### src/sv/tdp_pkg.sv
// Shared constants for the trial-division prime test unit.
`timescale 1ns / 1ps

package tdp_pkg;

	// Default width of the tested value, two's complement.
	localparam int unsigned VALUE_WIDTH_DEF = 32;

	// Smallest and largest widths the sequencer and divider are built for.
	localparam int unsigned VALUE_WIDTH_MIN = 8;
	localparam int unsigned VALUE_WIDTH_MAX = 64;

endpackage

### src/sv/tdp_div.sv
// Bit-serial restoring divider: one quotient bit per cycle.
`timescale 1ns / 1ps

module tdp_div #(
	parameter int unsigned VALUE_WIDTH = tdp_pkg::VALUE_WIDTH_DEF
) (
	input  logic                   clk,
	input  logic                   arst_n,
	input  logic                   start,
	input  logic [VALUE_WIDTH-1:0] dividend,
	input  logic [VALUE_WIDTH-1:0] divisor,
	output logic                   done,
	output logic [VALUE_WIDTH-1:0] quot,
	output logic [VALUE_WIDTH-1:0] rem
);

	localparam int unsigned CNT_W = $clog2(VALUE_WIDTH);
	localparam logic [CNT_W-1:0] CNT_LAST = CNT_W'(VALUE_WIDTH - 1);

	logic [VALUE_WIDTH-1:0] dvd_q;
	logic [VALUE_WIDTH-1:0] rem_q;
	logic [CNT_W-1:0]       cnt_q;
	logic                   busy_q;
	logic                   done_q;

	logic [VALUE_WIDTH:0] trial;
	logic [VALUE_WIDTH:0] diff;
	logic                 fits;

	// Shift the next dividend bit into the partial remainder, subtract if it fits.
	assign trial = {rem_q, dvd_q[VALUE_WIDTH-1]};
	assign diff  = trial - {1'b0, divisor};
	assign fits  = trial >= {1'b0, divisor};

	always_ff @(posedge clk or negedge arst_n) begin
		if (!arst_n) begin
			busy_q <= 1'b0;
			done_q <= 1'b0;
			cnt_q  <= '0;
		end else begin
			done_q <= busy_q && !start && (cnt_q == '0);
			if (start) begin
				busy_q <= 1'b1;
				cnt_q  <= CNT_LAST;
			end else if (busy_q) begin
				cnt_q <= cnt_q - 1'b1;
				if (cnt_q == '0) begin
					busy_q <= 1'b0;
				end
			end
		end
	end

	// Datapath: the dividend register fills with quotient bits as it empties.
	always_ff @(posedge clk) begin
		if (start) begin
			dvd_q <= dividend;
			rem_q <= '0;
		end else if (busy_q) begin
			dvd_q <= {dvd_q[VALUE_WIDTH-2:0], fits};
			rem_q <= fits ? diff[VALUE_WIDTH-1:0] : trial[VALUE_WIDTH-1:0];
		end
	end

	assign done = done_q;
	assign quot = dvd_q;
	assign rem  = rem_q;

endmodule

### src/sv/trial_division_prime_test_unit.sv
// Top level of the trial-division prime test unit: sequencer and result register.
`timescale 1ns / 1ps
//
// Usage
//   Input channel (cand_valid / cand_stall / candidate): one signed value per
//   transfer. Output channel (flag_valid / flag_stall / prime_flag): one flag
//   per input transfer, in the same order; 1 means the value is prime.
//   Values of one or less (every negative value included) report 0.
// Sequencing
//   One value is worked on at a time. Trivial values (below four, negative or
//   even) go from the sequencer to the output register without the divider.
//   Odd values try odd divisors from 3 upward, each through the bit-serial
//   divider, which sets the rate; k divisors are tried, k being at most
//   about sqrt(2^(VALUE_WIDTH-1)) / 2, roughly 23200 at the default width.
// Reset
//   arst_n clears the sequencer and the output valid; no flag is pending.
// Stall
//   A finished flag waits in the output register while flag_stall is high;
//   the next value may be transferred and worked on meanwhile, and its flag
//   holds in the sequencer until the output register is free.
//
module trial_division_prime_test_unit #(
	parameter int unsigned VALUE_WIDTH = tdp_pkg::VALUE_WIDTH_DEF
) (
	input  logic                   clk,
	input  logic                   arst_n,
	input  logic                   cand_valid,
	output logic                   cand_stall,
	input  logic [VALUE_WIDTH-1:0] candidate,
	output logic                   flag_valid,
	input  logic                   flag_stall,
	output logic                   prime_flag
);

	localparam logic [VALUE_WIDTH-1:0] TWO   = VALUE_WIDTH'(2);
	localparam logic [VALUE_WIDTH-1:0] THREE = VALUE_WIDTH'(3);
	localparam logic [VALUE_WIDTH-1:0] FOUR  = VALUE_WIDTH'(4);

	typedef enum logic [2:0] {
		ST_IDLE = 3'b001,
		ST_RUN  = 3'b010,
		ST_DONE = 3'b100
	} state_t;

	state_t                 state_q;
	logic [VALUE_WIDTH-1:0] n_q;
	logic [VALUE_WIDTH-1:0] d_q;
	logic                   start_q;
	logic                   res_q;
	logic                   flag_valid_q;
	logic                   flag_q;

	logic                   div_done;
	logic [VALUE_WIDTH-1:0] div_quot;
	logic [VALUE_WIDTH-1:0] div_rem;

	logic cand_take;
	logic out_free;
	logic cand_trivial;
	logic run_stop;

	// Take a new value only while the sequencer is free.
	assign cand_stall = (state_q != ST_IDLE);
	assign cand_take  = cand_valid && !cand_stall;

	// The output register is free when empty or being drained this cycle.
	assign out_free = !flag_valid_q || !flag_stall;

	// Negative, small and even values are settled without the divider.
	assign cand_trivial = candidate[VALUE_WIDTH-1] || candidate < TWO ||
			candidate < FOUR || !candidate[0];

	// Stop once d exceeds n / d, or on an exact division.
	assign run_stop = d_q > div_quot || div_rem == '0;

	tdp_div #(
		.VALUE_WIDTH(VALUE_WIDTH)
	) u_div (
		.clk      (clk),
		.arst_n   (arst_n),
		.start    (start_q),
		.dividend (n_q),
		.divisor  (d_q),
		.done     (div_done),
		.quot     (div_quot),
		.rem      (div_rem)
	);

	always_ff @(posedge clk or negedge arst_n) begin
		if (!arst_n) begin
			state_q      <= ST_IDLE;
			start_q      <= 1'b0;
			flag_valid_q <= 1'b0;
		end else begin
			// Kick the divider for the first divisor and for every further one.
			start_q <= (state_q == ST_IDLE && cand_take && !cand_trivial) ||
					(state_q == ST_RUN && div_done && !run_stop);
			// Load the output register when a flag is ready, drop it once drained.
			if (state_q == ST_DONE && out_free) begin
				flag_valid_q <= 1'b1;
			end else if (!flag_stall) begin
				flag_valid_q <= 1'b0;
			end
			case (state_q)
				ST_IDLE: begin
					if (cand_take) begin
						if (cand_trivial) begin
							state_q <= ST_DONE;
						end else begin
							state_q <= ST_RUN;
						end
					end
				end
				ST_RUN: begin
					if (div_done && run_stop) begin
						state_q <= ST_DONE;
					end
				end
				ST_DONE: begin
					if (out_free) begin
						state_q <= ST_IDLE;
					end
				end
				default: begin
					state_q <= ST_IDLE;
				end
			endcase
		end
	end

	// Operands and result: no reset needed, qualified by the sequencer state.
	always_ff @(posedge clk) begin
		case (state_q)
			ST_IDLE: begin
				if (cand_take) begin
					n_q <= candidate;
					d_q <= THREE;
					if (candidate[VALUE_WIDTH-1] || candidate < TWO) begin
						res_q <= 1'b0;
					end else if (candidate < FOUR) begin
						res_q <= 1'b1;
					end else begin
						res_q <= candidate[0];
					end
				end
			end
			ST_RUN: begin
				if (div_done) begin
					if (d_q > div_quot) begin
						res_q <= 1'b1;
					end else if (div_rem == '0) begin
						res_q <= 1'b0;
					end else begin
						d_q <= d_q + TWO;
					end
				end
			end
			ST_DONE: begin
				if (out_free) begin
					flag_q <= res_q;
				end
			end
			default: begin
				res_q <= 1'b0;
			end
		endcase
	end

	assign flag_valid = flag_valid_q;
	assign prime_flag = flag_q;

endmodule

### config.mk
export PLATFORM = sky130hd
export DESIGN_NAME = trial_division_prime_test_unit
export DESIGN_NICKNAME = d
export VERILOG_FILES = /design/src/sv/tdp_pkg.sv /design/src/sv/tdp_div.sv /design/src/sv/trial_division_prime_test_unit.sv
export SDC_FILE = /design/constraint.sdc
export NUM_CORES = 1
export LEC_CHECK = 0
export ABC_AREA = 1
export BUFFER_PORTS_ARGS = -buffer_cell sky130_fd_sc_hd__buf_2
export CAP_MARGIN = 20
export CORE_MARGIN = 3
export CORE_UTILIZATION = 45
export DETAILED_ROUTE_END_ITERATION = 7
export RECOVER_POWER = 25
export SETUP_SLACK_MARGIN = 0.4
export SKIP_LAST_GASP = 1
export SYNTH_ARGS = -nofsm -noshare
export SYNTH_HDL_FRONTEND = slang
export SYNTH_SLANG_ARGS = --single-unit
### constraint.sdc
create_clock -name clk -period 7.5 [get_ports clk]
set_clock_uncertainty 0.1 [all_clocks]
set_input_delay 0.375 -clock clk [delete_from_list [all_inputs] [get_ports clk]]
set_output_delay 0.375 -clock clk [all_outputs]
set_load 0.05 [all_outputs]
== Yosys cells after proc, flatten, opt, wreduce, memory -nomap -nowiden ==
Cells that the tools add are included.

* Equality and inequality tests: 12
* Shift-type cells: 0
* Multipliers: 0
* Reduce and logical (&&, ||, !) cells: 31
* Divide/modulo/power cells: 0
* Add/sub/neg operators: 3
* Muxes and demuxes: 27
* Bitwise logic cells: 1
* Magnitude comparators: 4

{| class="wikitable"
|+ Operators with widths
! kind !! number
|-
| $mux W32 || 7
|-
| $pmux W32 S2 || 1
|-
| $ge A33 B32 Y1 || 1
|-
| $add A32 B2 Y32 const B || 1
|-
| $gt A32 B32 Y1 || 1
|-
| $logic_not A32 Y1 || 1
|-
| $lt A32 B2 Y1 const B || 1
|-
| $lt A32 B3 Y1 const B || 1
|-
| $sub A32 B32 Y32 || 1
|-
| $mux W3 || 4
|-
| $mux W1 || 11
|-
| $mux W5 || 2
|-
| $logic_and A1 B1 Y1 || 9
|-
| $pmux W3 S3 || 1
|-
| $ne A2 B2 Y1 const B || 4
|-
| $logic_not A1 Y1 || 7
|-
| $logic_or A1 B1 Y1 || 6
|-
| $ne A2 B1 Y1 const B || 3
|-
| $logic_not A5 Y1 || 1
|-
| $reduce_and A5 Y1 || 1
|-
| $sub A5 B1 Y5 const B || 1
|-
| $reduce_and A2 Y1 || 2
|-
| $reduce_and A4 Y1 || 1
|-
| $reduce_bool A2 Y1 || 2
|-
| 8 further kinds || 8
|}

* Bits in latches: 0
* Memory bits (writable): 0
* Bits in registers: 142
* Bits in read-only memories: 0
* Memories kept: 0
* Output and inout bits: 3
* Bits of input ports: 36
* Word-level logic and storage cells: 90

== Depth between registers and ports, before layout ==
* Depth in word-level cells: 7
* Mapped depth: 16
* Depth with buffers taken out: 15

== Hierarchy ==
A second synthesis with hierarchy kept.

* Cells, all modules: 1,447
* Area, all modules: 10,226.1 sq um

{| class="wikitable"
|+ Modules (own cells, without submodules)
! module !! instances !! cells an instance !! area each (sq um)
|-
| tdp_div || 1 || 959 || 5,998.3
|-
| trial_division_prime_test_unit || 1 || 488 || 4,227.8
|}

== Least setup slack after synthesis ==
Ideal clock, no wire load.

* Kind: reg2reg
* From: register u_div.dvd_q[31] (netlist: u_div.quot[31])
* To: register d_q[10] (enable)
* Cell stages (with the launch flop): 11
* Data required time: 6.970 ns
* Path slack: 3.963 ns
* Arrival time: 3.007 ns
* Path through: edfxtp_1 inv_1 ha_1 nand2_1 nor2_1 nand4_1 nor2_1 nand4_1 nand2_1 nand2_1 o22ai_1

* Word-level cells in the longest chain between the ends: 3

{| class="wikitable"
|+ RTL lines
! item !! line !! source
|-
| from (decl) || tdp_div.sv:20 || <nowiki>logic [VALUE_WIDTH-1:0] dvd_q;</nowiki>
|-
| from (signal assigned) || tdp_div.sv:57 || <nowiki>dvd_q <= dividend;</nowiki>
|-
| from (signal assigned) || tdp_div.sv:60 || <nowiki>dvd_q <= {dvd_q[VALUE_WIDTH-2:0], fits};</nowiki>
|-
| $gt A32 B32 Y1 || trial_division_prime_test_unit.sv:149 || <nowiki>if (d_q > div_quot) begin</nowiki>
|-
| $ne A2 B2 Y1 (no source line) || - ||
|-
| $reduce_and A5 Y1 (no source line) || - ||
|-
| to (signal assigned) || trial_division_prime_test_unit.sv:154 || <nowiki>d_q <= d_q + TWO;</nowiki>
|-
| to (decl) || trial_division_prime_test_unit.sv:47 || <nowiki>logic [VALUE_WIDTH-1:0] d_q;</nowiki>
|}

No other way between the ends.
A chain may end at the register's enable or synchronous reset.

== Worst setup path after layout ==
* From: register d_q[30]
* To: register u_div.rem_q[29] (netlist: u_div.rem[29])

* Word-level cells in the longest chain between the ends: 2

{| class="wikitable"
|+ RTL lines
! item !! line !! source
|-
| $ge A33 B32 Y1 || tdp_div.sv:33 || <nowiki>assign fits = trial >= {1'b0, divisor};</nowiki>
|-
| $mux W32 || tdp_div.sv:61 || <nowiki>rem_q <= fits ? diff[VALUE_WIDTH-1:0] : trial[VALUE_WIDTH-1:0];</nowiki>
|-
| to (signal assigned) || tdp_div.sv:61 ||
|-
| to (decl) || tdp_div.sv:21 || <nowiki>logic [VALUE_WIDTH-1:0] rem_q;</nowiki>
|}

No other way between the ends.

==> flow_metrics.py <==
metrics = {
    "cts": {
        "clockBufferDepth": 2,
        "cts_made_buffers": 17,
        "post_cts_resized": 0,
        "cts_max_level": 4,
        "cts_hold_buf": 1,
        "post_cts_buffers": 0,
        "clock_latency_ns": 0.43,
        "cts_num_sinks": 141,
        "path_clk_slew_ns": 0.07,
        "root_buffer": "clkbuf_16",
        "tritoncts": "yes",
    },
    "finish": {
        "utilization": 0.516,
        "nNetsFinal": 1564,
        "diodes": 0,
        "fill_cells": 2188,
        "drive_gt1_frac": 0.0597,
        "areaGrowthSynthToFinish_pct": 10.7,
    },
    "die": {
        "coreArea_um2": 21400,
        "ios": 39,
        "start_util": 0.466,
        "fp.dieH_um": 155,
        "floorplan.rows": 53,
        "die-area_um2": 23900,
        "die_x_um": 155,
    },
    "setup_path": {
        "crit_path_cell_trace": "inv_1 -> ha_1 -> inv_1 -> o21bai_1 -> nand2_1 -> nand2_1 -> nor2_1 -> o211ai_2 -> inv_2 -> nand2_4 -> nand2_1 -> nand3_1 -> nand2_1",
        "path_max_fanout": 34,
        "r2r-end": "u_div.rem[29]$_SDFFE_PP0P_",
        "crit_path_frequent_cell": "nand2_1",
        "cp.arrival_ns": 3.26,
        "slowest_stage": "inv_2",
        "ff2ff_path_depth": 13,
        "crit_family": "simple AND/OR/NAND/NOR gates",
        "rrSetupSlack_ns": 4.51,
        "crit_type": "flip-flop to flip-flop",
        "cp.required_ns": 7.77,
        "startpoint_type": "flip-flop",
        "critPathMaxStageDelay_ns": 0.51,
        "cp_num_buf_inv": 3,
        "crit_path_end_kind": "flip-flop",
        "r2r_start": "d_q[30]$_SDFFCE_PN0P_",
    },
    "min_path": {
        "min_path_cells": 1,
        "holdPathEnd": "n_q[17]$_DFFE_PP_",
        "hold_class": "primary input to flip-flop",
        "holdCritStartpoint": "candidate[17]",
    },
    "logic_synthesis": {
        "synthCells": 1422,
        "ys_async_sr_fraction": 0.0851,
        "netlist_area_um2": 9950,
        "synth_top_cells_by_area": "edfxtp_1, nand2_1, inv_1",
        "yosys_warnings": 0,
        "synthesis.nets": 1525,
        "synth_area_per_cell_um2": 7.00,
        "synth_top_cell_area_share": 0.293,
        "synth_top_cell_by_area": "edfxtp_1",
        "synthDistinctLibCells": 45,
        "synth_flop_cell": "edfxtp_1",
        "synth.ff_latch_count": 141,
        "synth_seq_area_share": 0.387,
        "synth_edf_count": 97,
    },
    "place": {
        "place_ws_ns": 4.52,
        "dp_hpwl_um": 20600,
        "port_buffers": 38,
        "gp_congestion": 0.970,
    },
    "drt": {
        "drc": 0,
        "vias_per_cell": 5.08,
        "firstDrtPassIters": 5,
        "dr.first_iter.drc_count": 594,
        "routed_wirelength_um": 26200,
        "post_drt_wl_per_cell_um": 15.0,
        "ant_nets": 0,
        "vias": 8877,
    },
    "grt": {
        "grt_pass1_wl_um": 43200,
        "grt_pass1_vias": 8472,
        "grt_usage": 0.227,
        "grt-ovfl-total": 0,
        "antenna_found_initial": 0,
        "grt_max_degree": 70,
    },
    "timing": {
        "drv_slew": 70,
        "fmax_ghz": 0.335,
        "final-setup-viol-count": 0,
        "setup_ws_ns": 4.51,
        "min_period_ns": 2.99,
        "finalHoldViolCount": 0,
        "worst_slew_pin_slew_ns": 1.83,
        "finalCritPeriodShare": 0.398,
        "rsz0062_at_grt": "false",
        "maxSlewHeadroom": -0.223,
        "fin_tns_setup_ns": 0,
    },
    "power": {
        "ir_drop_mv": 0.194,
        "power_leakage_nw": 5.50,
        "power_density_nw_per_um2": 473,
        "finalPower_mw": 5.21,
    },
    "run_status": {
        "violations": "max-capacitance violations, max-slew violations",
        "run_status": "complete, but fails checks",
    },
    "run": {
        "drv_cap": 1,
    },
}
## layout by cell type (no fill, tap or decap), types with 17 or more instances in the layout
cell / count
clkbuf_1: 19
nand4_1: 32
buf_2: 19
clkbuf_16: 17
ha_1: 66
a21oi_1: 52
o21ai_0: 50
nor2_1: 97
nand2_1: 471
edfxtp_1: 97
nor3_1: 23
nand3_1: 117
inv_1: 268
dfxtp_1: 32
## synthesized netlist by cell type (3+ instances only)
library cell	count
a21oi_1	52
a31oi_1	3
and2_1	7
buf_2	6
buf_6	3
clkbuf_1	14
dfrtp_1	11
dfxtp_1	32
edfxtp_1	97
ha_1	66
inv_1	268
nand2_1	471
nand2_2	9
nand3_1	117
nand4_1	32
nor2_1	100
nor2_2	7
nor3_1	23
nor3b_1	3
nor4_1	6
o21ai_0	50
or2_2	3
xnor2_1	12
xor2_1	3
## logic make-up (layout without fill, tap and decap cells)
group | count (synthesis) | in the layout | synth area share
and+or+nand+nor | 788 | 788 | 0.337
buffers and inverters | 295 | 347 | 0.115
DFF | 141 | 141 | 0.387
AOI/OAI and AO/OA | 116 | 116 | 0.0620
adders and majority gates | 67 | 67 | 0.0850
xor gates and xnor gates | 15 | 15 | 0.0132
## routing by layer
layer	track usage	part of all wire
met3	0.0274	0.043
met1	0.308	0.47
met5	0	0
met4	0.0648	0.018
met2	0.383	0.47
## layout make-up
| class | instances | area, um2 | share of cell area |
|---|---|---|---|
| multi-input cells | 986 | 4960 | 0.451 |
| flip-flops and latches | 141 | 3850 | 0.350 |
| inverters | 270 | 1010 | 0.0920 |
| clock buffers | 17 | 425 | 0.0386 |
| well taps | 275 | 344 | 0.0312 |
| repair buffers | 45 | 218 | 0.0198 |
| clock inverters | 15 | 196 | 0.0178 |
## how the worst max path moves through the flow
| stage | from | endpoint | slack [ns] | cells past startpoint |
|---|---|---|---|---|
| 4_1_cts | d_q[29]$_SDFFCE_PN0P_ | u_div.rem[29]$_SDFFE_PP0P_ | 4.51 | 13 |
| 6_report | d_q[30]$_SDFFCE_PN0P_ | u_div.rem[29]$_SDFFE_PP0P_ | 4.51 | 13 |
| 3_3_place_gp | u_div.quot[31]$_DFFE_PP_ | d_q[6]$_SDFFCE_PN0P_ | 4.50 | 11 |
| 3_5_place_dp | u_div.quot[31]$_DFFE_PP_ | d_q[8]$_SDFFCE_PN0P_ | 4.52 | 11 |
| 2_1_floorplan | u_div.quot[31]$_DFFE_PP_ | d_q[10]$_SDFFCE_PN0P_ | 3.96 | 10 |
| 5_1_grt | d_q[29]$_SDFFCE_PN0P_ | u_div.rem[28]$_SDFFE_PP0P_ | 4.33 | 13 |
## state kept, by name, summed over array words and instances (netlist names)
register / cells
n_q: 32
u_div.quot: 32
u_div.rem: 32
d_q: 31
u_div.cnt_q: 5
state_q: 3
flag_valid: 1
prime_flag: 1
res_q: 1
start_q: 1
u_div.busy_q: 1
u_div.done: 1
## per-stage QoR
step | cell area, um2 | instances | hold slack [ns]
after global placement | 10400 | 1716 | 0.165
after detailed placement | 10400 | 1716 | 0.164
after floorplan | 9950 | 1422 | -0.0206
final | 11000 | 1749 | 0.0245
after global routing | 11000 | 1749 | 0.0172
after CTS | 11000 | 1749 | 0.00740
## where the power goes
part           internal (mW)  switching (mW)
logic                  0.953            1.92
clock network          0.509           0.392
registers               1.23           0.210
No activity file was read; power rests on OpenSTA's default activity.
